[config.mk]
export PLATFORM = sky130hd
export DESIGN_NAME = memory_test_pattern_checker_core
export DESIGN_NICKNAME = d
export VERILOG_FILES = /design/src/hdl/mtpc_pkg.sv /design/src/hdl/memory_test_pattern_checker_core.sv /design/src/hdl/mtpc_gen.sv
export SDC_FILE = /design/constraint.sdc
export NUM_CORES = 1
export LEC_CHECK = 0
export ABC_CLOCK_PERIOD_IN_PS = 8500
export BUFFER_PORTS_ARGS = -buffer_cell sky130_fd_sc_hd__buf_2
export CAP_MARGIN = 10
export CORE_AREA = 2 2 218 220
export DETAILED_ROUTE_END_ITERATION = 6
export DIE_AREA = 0 0 220 222
export PLACE_DENSITY_LB_ADDON = 0.08
export SLEW_MARGIN = 20
export SYNTH_ARGS = -nofsm -noshare
export SYNTH_HDL_FRONTEND = slang
export SYNTH_HIERARCHICAL = 1
export SYNTH_SLANG_ARGS = --single-unit
[constraint.sdc]
create_clock -name clk -period 8.5 [get_ports clk]
set_clock_uncertainty 0.05 [all_clocks]
set_input_delay 0.85 -clock clk [delete_from_list [all_inputs] [get_ports clk]]
set_output_delay 0.85 -clock clk [all_outputs]
set_load 0.05 [all_outputs]
[src/hdl/mtpc_pkg.sv]
// shared types, codes and helper functions for the memory test pattern checker
package mtpc_pkg;

  // field widths
  localparam int DATA_W      = 32;
  localparam int WINDEX_W    = 24;
  localparam int OFFSET_W    = 26;
  localparam int COUNT_W     = 25;
  localparam int OUT_TDATA_W = 88;
  localparam int INDEX_BITS_DEF = 24;

  // item kinds carried on tuser
  typedef enum logic [1:0] {
    ACT_RESTART = 2'd0,
    ACT_FILL    = 2'd1,
    ACT_CHECK   = 2'd2
  } action_t;

  // pattern modes
  localparam logic [2:0] MODE_WALK_ONE   = 3'd0;
  localparam logic [2:0] MODE_WALK_ZERO  = 3'd1;
  localparam logic [2:0] MODE_OWN_ADDR   = 3'd2;
  localparam logic [2:0] MODE_INVERSION  = 3'd3;
  localparam logic [2:0] MODE_RAND_INV   = 3'd4;

  // word width codes
  localparam logic [1:0] WIDTH_8  = 2'd0;
  localparam logic [1:0] WIDTH_16 = 2'd1;

  // configuration register indexes
  localparam logic [1:0] REG_TEST_MODE   = 2'd0;
  localparam logic [1:0] REG_WORD_WIDTH  = 2'd1;
  localparam logic [1:0] REG_RANDOM_SEED = 2'd2;
  localparam logic [1:0] REG_WORD_COUNT  = 2'd3;

  // configuration reset values
  localparam logic [2:0]         RESET_TEST_MODE  = MODE_WALK_ONE;
  localparam logic [1:0]         RESET_WORD_WIDTH = 2'd2;
  localparam logic [DATA_W-1:0]  RESET_SEED       = 32'd1;
  localparam logic [COUNT_W-1:0] RESET_WORD_COUNT = 25'h100_0000;

  localparam logic [DATA_W-1:0] LFSR_TOGGLE = 32'hD000_0001;

  typedef struct packed {
    logic restart;
    logic advance;
  } gen_ctrl_t;

  function automatic logic [DATA_W-1:0] width_mask(input logic [1:0] code);
    logic [DATA_W-1:0] m;
    case (code)
      WIDTH_8:  m = 32'h0000_00FF;
      WIDTH_16: m = 32'h0000_FFFF;
      default:  m = 32'hFFFF_FFFF;
    endcase
    return m;
  endfunction

  // log2 of bytes per word
  function automatic logic [1:0] width_shift(input logic [1:0] code);
    logic [1:0] s;
    case (code)
      WIDTH_8:  s = 2'd0;
      WIDTH_16: s = 2'd1;
      default:  s = 2'd2;
    endcase
    return s;
  endfunction

endpackage

[src/hdl/memory_test_pattern_checker_core.sv]
// memory test pattern checker: top level with input register, counter and result register
//
// Items arrive on the s_axis channel: tuser selects restart, fill or check and
// tdata carries the word read back from memory (used by check only). Every item
// gives exactly one result on m_axis: the pattern, its word index and byte
// offset, a mismatch flag for check items, and tlast on the final word of the
// region. Restart items and unknown kinds give a result of all zeros.
// An item is taken into an input register, the generator and counter work on
// it from there and the result lands in an output register. One item is taken
// every cycle while the receiver keeps up with the results.
// A result waiting on a stalled receiver does not block input: the input
// register still takes one more item, and only then s_axis_tready falls.
// Configuration is written through cfg_wen/cfg_index/cfg_data; the user must
// write it only while no item is in flight, the block does not enforce this.
// Reset loads the default configuration (walking one, 32-bit words, seed 1,
// 2^24 words) and restarts the generator; no valid results remain after reset.
module memory_test_pattern_checker_core #(
  parameter int INDEX_BITS = mtpc_pkg::INDEX_BITS_DEF
) (
  input  logic                             clk,
  input  logic                             rst,
  // configuration
  input  logic                             cfg_wen,
  input  logic [1:0]                       cfg_index,
  input  logic [mtpc_pkg::DATA_W-1:0]      cfg_data,
  // input items
  input  logic                             s_axis_tvalid,
  output logic                             s_axis_tready,
  input  logic [mtpc_pkg::DATA_W-1:0]      s_axis_tdata,   // read_data
  input  logic [1:0]                       s_axis_tuser,   // action
  // result items
  output logic                             m_axis_tvalid,
  input  logic                             m_axis_tready,
  // pattern, word_index, byte_offset, mismatch, zero fill
  output logic [mtpc_pkg::OUT_TDATA_W-1:0] m_axis_tdata,
  output logic                             m_axis_tlast
);
  import mtpc_pkg::*;

  localparam int WideW = 34;
  localparam int CmpW  = (INDEX_BITS + 1 > COUNT_W) ? INDEX_BITS + 1 : COUNT_W;
  localparam int PadW  = OUT_TDATA_W - DATA_W - WINDEX_W - OFFSET_W - 1;

  // configuration registers
  logic [2:0]         test_mode;
  logic [1:0]         word_width;
  logic [DATA_W-1:0]  random_seed;
  logic [COUNT_W-1:0] word_count;

  always_ff @(posedge clk) begin
    if (rst) begin
      test_mode   <= RESET_TEST_MODE;
      word_width  <= RESET_WORD_WIDTH;
      random_seed <= RESET_SEED;
      word_count  <= RESET_WORD_COUNT;
    end else if (cfg_wen) begin
      case (cfg_index)
        REG_TEST_MODE:   test_mode   <= cfg_data[2:0];
        REG_WORD_WIDTH:  word_width  <= cfg_data[1:0];
        REG_RANDOM_SEED: random_seed <= cfg_data;
        REG_WORD_COUNT:  word_count  <= cfg_data[COUNT_W-1:0];
        default: ;
      endcase
    end
  end

  // input register
  logic              in_valid;
  logic [1:0]        in_action;
  logic [DATA_W-1:0] in_data;
  logic              advance;

  assign advance       = in_valid && (!m_axis_tvalid || m_axis_tready);
  assign s_axis_tready = !in_valid || advance;

  always_ff @(posedge clk) begin
    if (rst) begin
      in_valid <= 1'b0;
    end else if (s_axis_tready) begin
      in_valid <= s_axis_tvalid;
    end
  end

  always_ff @(posedge clk) begin
    if (s_axis_tready && s_axis_tvalid) begin
      in_action <= s_axis_tuser;
      in_data   <= s_axis_tdata;
    end
  end

  // generator control
  logic              is_restart;
  logic              is_step;
  logic              is_check;
  gen_ctrl_t         gen_ctrl;
  logic [DATA_W-1:0] word_mask;
  logic [DATA_W-1:0] gen_pattern;

  assign is_restart       = (in_action == ACT_RESTART);
  assign is_check         = (in_action == ACT_CHECK);
  assign is_step          = (in_action == ACT_FILL) || is_check;
  assign gen_ctrl.restart = advance && is_restart;
  assign gen_ctrl.advance = advance && is_step;
  assign word_mask        = width_mask(word_width);

  mtpc_gen u_gen (
    .clk         (clk),
    .rst         (rst),
    .test_mode   (test_mode),
    .word_mask   (word_mask),
    .random_seed (random_seed),
    .ctrl        (gen_ctrl),
    .pattern     (gen_pattern)
  );

  // word counter
  logic [INDEX_BITS-1:0] word_counter;
  logic [WideW-1:0]      idx_wide;
  logic [WideW-1:0]      off_wide;
  logic [CmpW-1:0]       idx_plus;
  logic                  last_word;
  logic                  miss;

  assign idx_wide  = WideW'(word_counter);
  assign off_wide  = idx_wide << width_shift(word_width);
  assign idx_plus  = CmpW'(word_counter) + CmpW'(1);
  assign last_word = (idx_plus == CmpW'(word_count));
  assign miss      = is_check && ((in_data & word_mask) != gen_pattern);

  always_ff @(posedge clk) begin
    if (rst) begin
      word_counter <= '0;
    end else if (gen_ctrl.restart) begin
      word_counter <= '0;
    end else if (gen_ctrl.advance) begin
      word_counter <= last_word ? '0 : idx_plus[INDEX_BITS-1:0];
    end
  end

  // result register
  always_ff @(posedge clk) begin
    if (rst) begin
      m_axis_tvalid <= 1'b0;
    end else if (advance) begin
      m_axis_tvalid <= 1'b1;
    end else if (m_axis_tready) begin
      m_axis_tvalid <= 1'b0;
    end
  end

  always_ff @(posedge clk) begin
    if (advance) begin
      if (is_step) begin
        m_axis_tdata <= {{PadW{1'b0}}, miss, off_wide[OFFSET_W-1:0],
                         idx_wide[WINDEX_W-1:0], gen_pattern};
        m_axis_tlast <= last_word;
      end else begin
        m_axis_tdata <= '0;
        m_axis_tlast <= 1'b0;
      end
    end
  end

endmodule

[src/hdl/mtpc_gen.sv]
// pattern generator: walking, own address, inversion and lfsr inversion modes
module mtpc_gen (
  input  logic                        clk,
  input  logic                        rst,
  input  logic [2:0]                  test_mode,
  input  logic [mtpc_pkg::DATA_W-1:0] word_mask,
  input  logic [mtpc_pkg::DATA_W-1:0] random_seed,
  input  mtpc_pkg::gen_ctrl_t         ctrl,
  output logic [mtpc_pkg::DATA_W-1:0] pattern
);
  import mtpc_pkg::*;

  logic [DATA_W-1:0] pattern_reg, pattern_reg_next;
  logic [DATA_W-1:0] lfsr_reg, lfsr_reg_next;
  logic [DATA_W-1:0] saved_word, saved_word_next;
  logic              odd_step, odd_step_next;

  logic [DATA_W-1:0] shifted;
  logic [DATA_W-1:0] lfsr_adv;

  always_comb begin
    shifted  = (pattern_reg << 1) & word_mask;
    lfsr_adv = (lfsr_reg >> 1) ^ (lfsr_reg[0] ? LFSR_TOGGLE : '0);

    pattern_reg_next = pattern_reg;
    lfsr_reg_next    = lfsr_reg;
    saved_word_next  = saved_word;
    odd_step_next    = odd_step;

    case (test_mode)
      MODE_WALK_ZERO: begin
        pattern          = ~pattern_reg & word_mask;
        pattern_reg_next = (shifted == '0) ? DATA_W'(1) : shifted;
      end
      MODE_OWN_ADDR: begin
        pattern          = pattern_reg & word_mask;
        pattern_reg_next = (pattern_reg + DATA_W'(1)) & word_mask;
      end
      MODE_INVERSION: begin
        pattern          = pattern_reg & word_mask;
        pattern_reg_next = ~pattern_reg & word_mask;
      end
      MODE_RAND_INV: begin
        if (!odd_step) begin
          pattern         = lfsr_adv & word_mask;
          lfsr_reg_next   = lfsr_adv;
          saved_word_next = lfsr_adv & word_mask;
        end else begin
          pattern = ~saved_word & word_mask;
        end
        odd_step_next = ~odd_step;
      end
      default: begin
        // walking one, also for undefined modes
        pattern          = pattern_reg & word_mask;
        pattern_reg_next = (shifted == '0) ? DATA_W'(1) : shifted;
      end
    endcase
  end

  always_ff @(posedge clk) begin
    if (rst) begin
      pattern_reg <= DATA_W'(1);
      lfsr_reg    <= RESET_SEED;
      saved_word  <= '0;
      odd_step    <= 1'b0;
    end else if (ctrl.restart) begin
      pattern_reg <= (test_mode == MODE_OWN_ADDR || test_mode == MODE_INVERSION ||
                      test_mode == MODE_RAND_INV) ? '0 : DATA_W'(1);
      lfsr_reg    <= (random_seed == '0) ? DATA_W'(1) : random_seed;
      saved_word  <= '0;
      odd_step    <= 1'b0;
    end else if (ctrl.advance) begin
      pattern_reg <= pattern_reg_next;
      lfsr_reg    <= lfsr_reg_next;
      saved_word  <= saved_word_next;
      odd_step    <= odd_step_next;
    end
  end

endmodule

Word-level counts from Yosys, hierarchy flattened. Cells that the tools add are included.

Output and inout bits: 91. Word-level logic and storage cells: 91. Bits of input ports: 73. Register bits: 308.

Add/subtract/negate cells: 2. Reduce and logical (&&, ||, !) cells: 29. Eq/ne operators: 14. Bitwise gates (word level): 11. Muxes and demuxes: 18. Shift-type cells: 1.

Operators by type and width (number): $mux 32 (10); $and 32x32->32 (7); $pmux 32 s2 (2); $pmux 32 s3 (1); $logic_not 32->1 (2); $not 32->32 (2); $add 32x1->32 const B (1); $ne 32x32->1 (1); $xor 31x32->32 (1); $shl 24x2->26 (1); $add 24x1->25 const B (1); $eq 25x25->1 (1); $mux 24 (1); $reduce_and 2->1 (6); $eq 2x1->1 const B (3); $eq 2x2->1 const B (3); $eq 3x2->1 const B (2); $logic_not 2->1 (3); $reduce_and 3->1 (2); $reduce_bool 2->1 (3); $logic_and 1x1->1 (5); $logic_or 1x1->1 (5); $ne 2x2->1 const B (2); $pmux 2 s2 (1); 6 further kinds (9).

Longest topological paths before layout.
Depth in word-level cells: 8. Depth in mapped cells: 15. Depth with buffers taken out: 12.

Cells and area by module. Netlist, hierarchy kept.

By module, submodules not included: memory_test_pattern_checker_core (cells each 960, area an instance 9649.3 sq um, seq. area each 5305.1 sq um, times used 1); mtpc_gen (cells each 940, area an instance 6447.4 sq um, seq. area each 1941.9 sq um, times used 1).

Worst setup path before layout. No wires, ideal clock.

Path kind: input-to-reg. From: input port m_axis_tready. To: register u_gen.pattern_reg[21]. Library setup time: 0.076 ns. Data required time: 8.374 ns. Arrival time: 5.351 ns. Stages: 11. Path slack: 3.023 ns. Path buffers: 3. Path through: nand2b_1 -> and2_1 -> nand2_1 -> inv_1 -> clkbuf_1 -> clkbuf_1 -> nand2_1 -> a2111oi_4 -> buf_2 -> o2111ai_1 -> o21ai_1.

RTL lines: from (decl) (line memory_test_pattern_checker_core.sv:33) `input logic m_axis_tready,`; to (signal assigned) (line mtpc_gen.sv:68) `pattern_reg <= (test_mode == MODE_OWN_ADDR || test_mode == MODE_INVERSION ||`; to (signal assigned) (line mtpc_gen.sv:74) `pattern_reg <= pattern_reg_next;`; to (decl) (line mtpc_gen.sv:13) `logic [DATA_W-1:0] pattern_reg, pattern_reg_next;`.

Worst setup path in the final report.
From: register test_mode[0]. To: register m_axis_tdata[82] in the netlist's numbering, data pin.

Word-level cells in the longest chain between the ends: 4. Elaborated cells on any way between the ends: 5. Those cells by class: eq/ne: 3; mux: 1; reduce/logical: 1.

Ends and longest elaborated chain: from (decl) (line memory_test_pattern_checker_core.sv:45) `logic [2:0] test_mode;`; from (signal assigned) (line memory_test_pattern_checker_core.sv:58) `REG_TEST_MODE: test_mode <= cfg_data[2:0];`; $eq 3x3->1 / $eq 3x1->1 (equally long branches) (line mtpc_gen.sv:30) `case (test_mode)`; $pmux 32 s2 * (line mtpc_gen.sv:30); net gen_pattern[18] (line memory_test_pattern_checker_core.sv:97) `logic [DATA_W-1:0] gen_pattern;`; $ne 32x32->1 * (line memory_test_pattern_checker_core.sv:128) `assign miss = is_check && ((in_data & word_mask) != gen_pattern);`; $logic_and 1x1->1 * (line memory_test_pattern_checker_core.sv:128); to (signal assigned) (line memory_test_pattern_checker_core.sv:154) `m_axis_tdata <= {{PadW{1'b0}}, miss, off_wide[OFFSET_W-1:0],`; to (decl) (line memory_test_pattern_checker_core.sv:35) `output logic [mtpc_pkg::OUT_TDATA_W-1:0] m_axis_tdata,`.

Mark *: on every way through the listed nets, which the timed path passes. The rest lies on a longest branch. A chain may end at the register's enable or synchronous reset.

==> summary.md <==
| Metric | Value |
|---|---|
| CP endpoint kind | `register` |
| Relative slew slack | `24.64%` |
| Compound-gate portion of the synthesized area | `18.93%` |
| Yosys cell types | `80` |
| Power per cell area | `189.6 nW/um^2` |
| CTS sink count | `303` |
| First-pass GRT wire length | `79210 um` |
| Yosys warns | `6` |
| Pre-antenna DRT Iters | `5` |
| Buffers on Ports | `158` |
| Routed Antenna Nets | `0` |
| Max Fclk | `226.7 MHz` |
| Max-cap violations | `0` |
| Vias in the first global route | `12.84k` |
| Final Total Pwr | `3.487 mW` |
| Layout cells sized above 1 | `13.74%` |
| Multi-input gate area | `8073 sq um` |
| Largest net degree at the start of global routing | `105` |
| DRT Wirelength | `52590 um` |
| GPL Wtd Cong | `0.8662` |
| Initial Utilization | `34.80%` |
| Cell row count | `79` |
| Clock Tree Buf Depth | `3` |
| Share of flip-flops with an asynchronous set or reset | `0%` |
| Clock Latency Late Sink | `0.55 ns` |
| Die height | `222 um` |
| Filler instances | `4763` |
| PnR worst setup slack | `4.089 ns` |
| Dpl hpwl | `36280 um` |
| Biggest register | `m_axis_tdata` |
| Setup violators final | `0` |
| Worst-margin pin slew | `1.128 ns` |
| Critical Path AT | `4.67 ns` |
| Adder and majority gate portion of the synthesized area | `0.3109%` |
| Setup_tns | `0 ns` |
| Startpoint Class | `register` |
| H-Tree Depth | `2` |
| Top fanout value on the critical path | `44` |
| WL/cell | `20.10 um` |
| Total track usage | `21.19%` |
| Simple-Gate Fraction of Synth Area | `23.05%` |
| Crit Path Class | `reg2reg` |
| Die width | `220 um` |
| Initial antenna violation count | `1` |
| Final Hold Slack | `0.3987 ns` |
| Register area | `7253 sq um` |
| Cell Area, Synth | `16100 sq um` |
| Number of flops mapped to enable cells by yosys | `118` |
| Status | `completed` |
| CTS tree | `done` |
| I/O pin total | `164` |
| Period utilization | `51.89%` |
| Final max-slew violation count | `0` |
| Tightest Hold Check Type | `reg2reg` |
| Nets | `2058` |
| Data required time of the worst path | `8.76 ns` |
| DR vias/cell | `5.315` |
| Final Hold Vio Count | `0` |
| Seq/Total Area, Yosys | `45.02%` |
| RSZ-0062 raised after global routing | `false` |
| Postcts setup bufs | `0` |
| Worst VDD drop | `0.0001760 V` |
| Post-route DRC | `0` |
| Most used DFF post-synth | `dfxtp_1` |
| Cells after Synth | `1900` |
| # resized after CTS | `0` |
| Clock period minus final worst setup slack | `4.411 ns` |
| Dpl ws | `4.010 ns` |
| Die ar. | `48840 sq um` |
| P_leak | `6.313 nW` |
| Vias | `13.90k` |
| Max reg flops | `83` |
| # hold bufs at CTS | `0` |
| Total congestion overflow | `0` |
| Post-DP Area | `17160 sq um` |
| Root Buffer Master | `clkbuf_16` |
| Ant. Diodes | `0` |
| Core box area | `46260 sq um` |
| Layout area overhead | `14.23%` |
| Mux cell area share after synthesis | `2.674%` |
| #FFs+latches synth | `303` |
| Clock buffers created by TritonCTS | `38` |
| Clock-pin slew on the worst setup and hold paths | `0.06 ns` |
| Initial DRC Count | `1051` |
| Final Cell Area | `18390 sq um` |
| Avg Cell Area, Syn | `8.472 sq um` |
| Largest family of logic cells by synthesized area | `simple AND/OR/NAND/NOR gates` |
| XOR/XNOR share of the synthesized area | `4.244%` |
[cells by family after synthesis]
group	after synthesis
other cells	2
compound gates	485
buf+inv	205
xor+xnor	78
flops	303
mux	43
fa+ha+maj	4
simple gates	780
[worst paths after layout]
kind	slack, ns	to	cells past startpoint	from
worst min-delay path	0.40	u_gen/saved_word[29]	2	u_gen/saved_word[29]
worst max register to register	4.09	m_axis_tdata[82]	12	test_mode[0]
worst min register to register	0.40	u_gen/saved_word[29]	2	u_gen/saved_word[29]
worst max-delay path	4.09	m_axis_tdata[82]	12	test_mode[0]
[cell type report]
cell class | count | area share (%)
flip-flops and latches | 303 | 39.45
well taps | 607 | 4.130
inverters | 33 | 0.6737
clock buffers | 54 | 6.117
clock inverters | 14 | 0.5580
multi-input cells | 1426 | 43.90
repair buffers | 179 | 5.171
[synthesized netlist by cell type, types with 7 or more instances]
| library cell | number | area share [%] |
|---|---|---|
| a211oi_1 | 51 | 2.4 |
| a21oi_1 | 208 | 6.5 |
| a22oi_1 | 22 | 1.0 |
| a31oi_1 | 10 | 0.39 |
| a32o_1 | 10 | 0.62 |
| and2_1 | 87 | 3.4 |
| and3_1 | 15 | 0.58 |
| buf_1 | 9 | 0.21 |
| buf_2 | 45 | 1.4 |
| buf_4 | 17 | 0.79 |
| clkbuf_1 | 95 | 2.2 |
| dfxtp_1 | 185 | 23 |
| edfxtp_1 | 118 | 22 |
| inv_1 | 33 | 0.77 |
| mux2i_1 | 43 | 2.7 |
| nand2_1 | 318 | 7.4 |
| nand2b_1 | 7 | 0.27 |
| nand3_1 | 67 | 2.1 |
| nand4_1 | 23 | 0.89 |
| nor2_1 | 178 | 4.2 |
| nor2b_1 | 10 | 0.39 |
| nor3_1 | 14 | 0.44 |
| nor4_1 | 17 | 0.66 |
| o2111ai_1 | 7 | 0.38 |
| o211ai_1 | 12 | 0.56 |
| o21a_1 | 32 | 1.5 |
| o21ai_0 | 66 | 2.1 |
| o31ai_1 | 10 | 0.47 |
| xnor2_1 | 40 | 2.2 |
| xor2_1 | 38 | 2.1 |
[routing by layer]
layer,track usage (%),part of all wire (%),vias up
met5,0,0,-
li1,-,-,6810
met1,32.37,50,6597
met3,3.210,6.1,63
met4,5.997,2.2,0
met2,30.55,42,434
[power breakdown]
group | leakage, nW | internal, mW | switching [mW]
combinational | 3.10 | 0.0787 | 0.223
sequential | 2.60 | 1.55 | 0.0319
clock | 0.608 | 0.952 | 0.650
total | 6.31 | 2.58 | 0.905
[critical path, stage by stage (launching register included)]
cell and delay, ns:
dfxtp_1 0.31, buf_4 0.40, inv_1 0.36, nor3_2 0.22, buf_4 0.34, or2_2 0.56, a21oi_1 0.15, o21a_1 0.25
or4_1 0.52, nor2_1 0.09, o21ai_0 0.10, or4_1 0.44, o311a_1 0.35
[layout by cell type (no fill, tap or decap), types with 5 or more instances in the layout]
cell type    n
clkbuf_1     8
a31oi_1     10
nand3_1     67
nor2b_1     10
nor4_1      17
buf_4       22
xnor2_1     40
nand2b_1     6
clkbuf_16   41
and2_1      85
nor2_1     177
inv_1       33
conb_1      36
nand2_1    318
buf_2      157
edfxtp_1   118
xor2_1      38
o21a_1      32
o211ai_1    12
a211oi_1    51
o31ai_1     10
a32o_1      10
nor3b_1      5
and3_1      14
o21ai_0     66
o2111ai_1    7
dfxtp_1    182
mux2i_1     43
a22oi_1     22
o21ai_1      5
nand4_1     23
a21oi_1    208
clkinv_2     8
nor3_1      13
a22o_1       5
a32oi_1      5
clkbuf_8     5
[stage by stage]
step / utilization [%] / std cells
2_1_floorplan: - / 1934
3_3_place_gp: 37.10 / 2548
3_5_place_dp: 37.10 / 2548
4_1_cts: 39.75 / 2616
5_1_grt: 39.75 / 2616
6_report: 39.75 / 2616
Power figures use the tool's default switching activity.
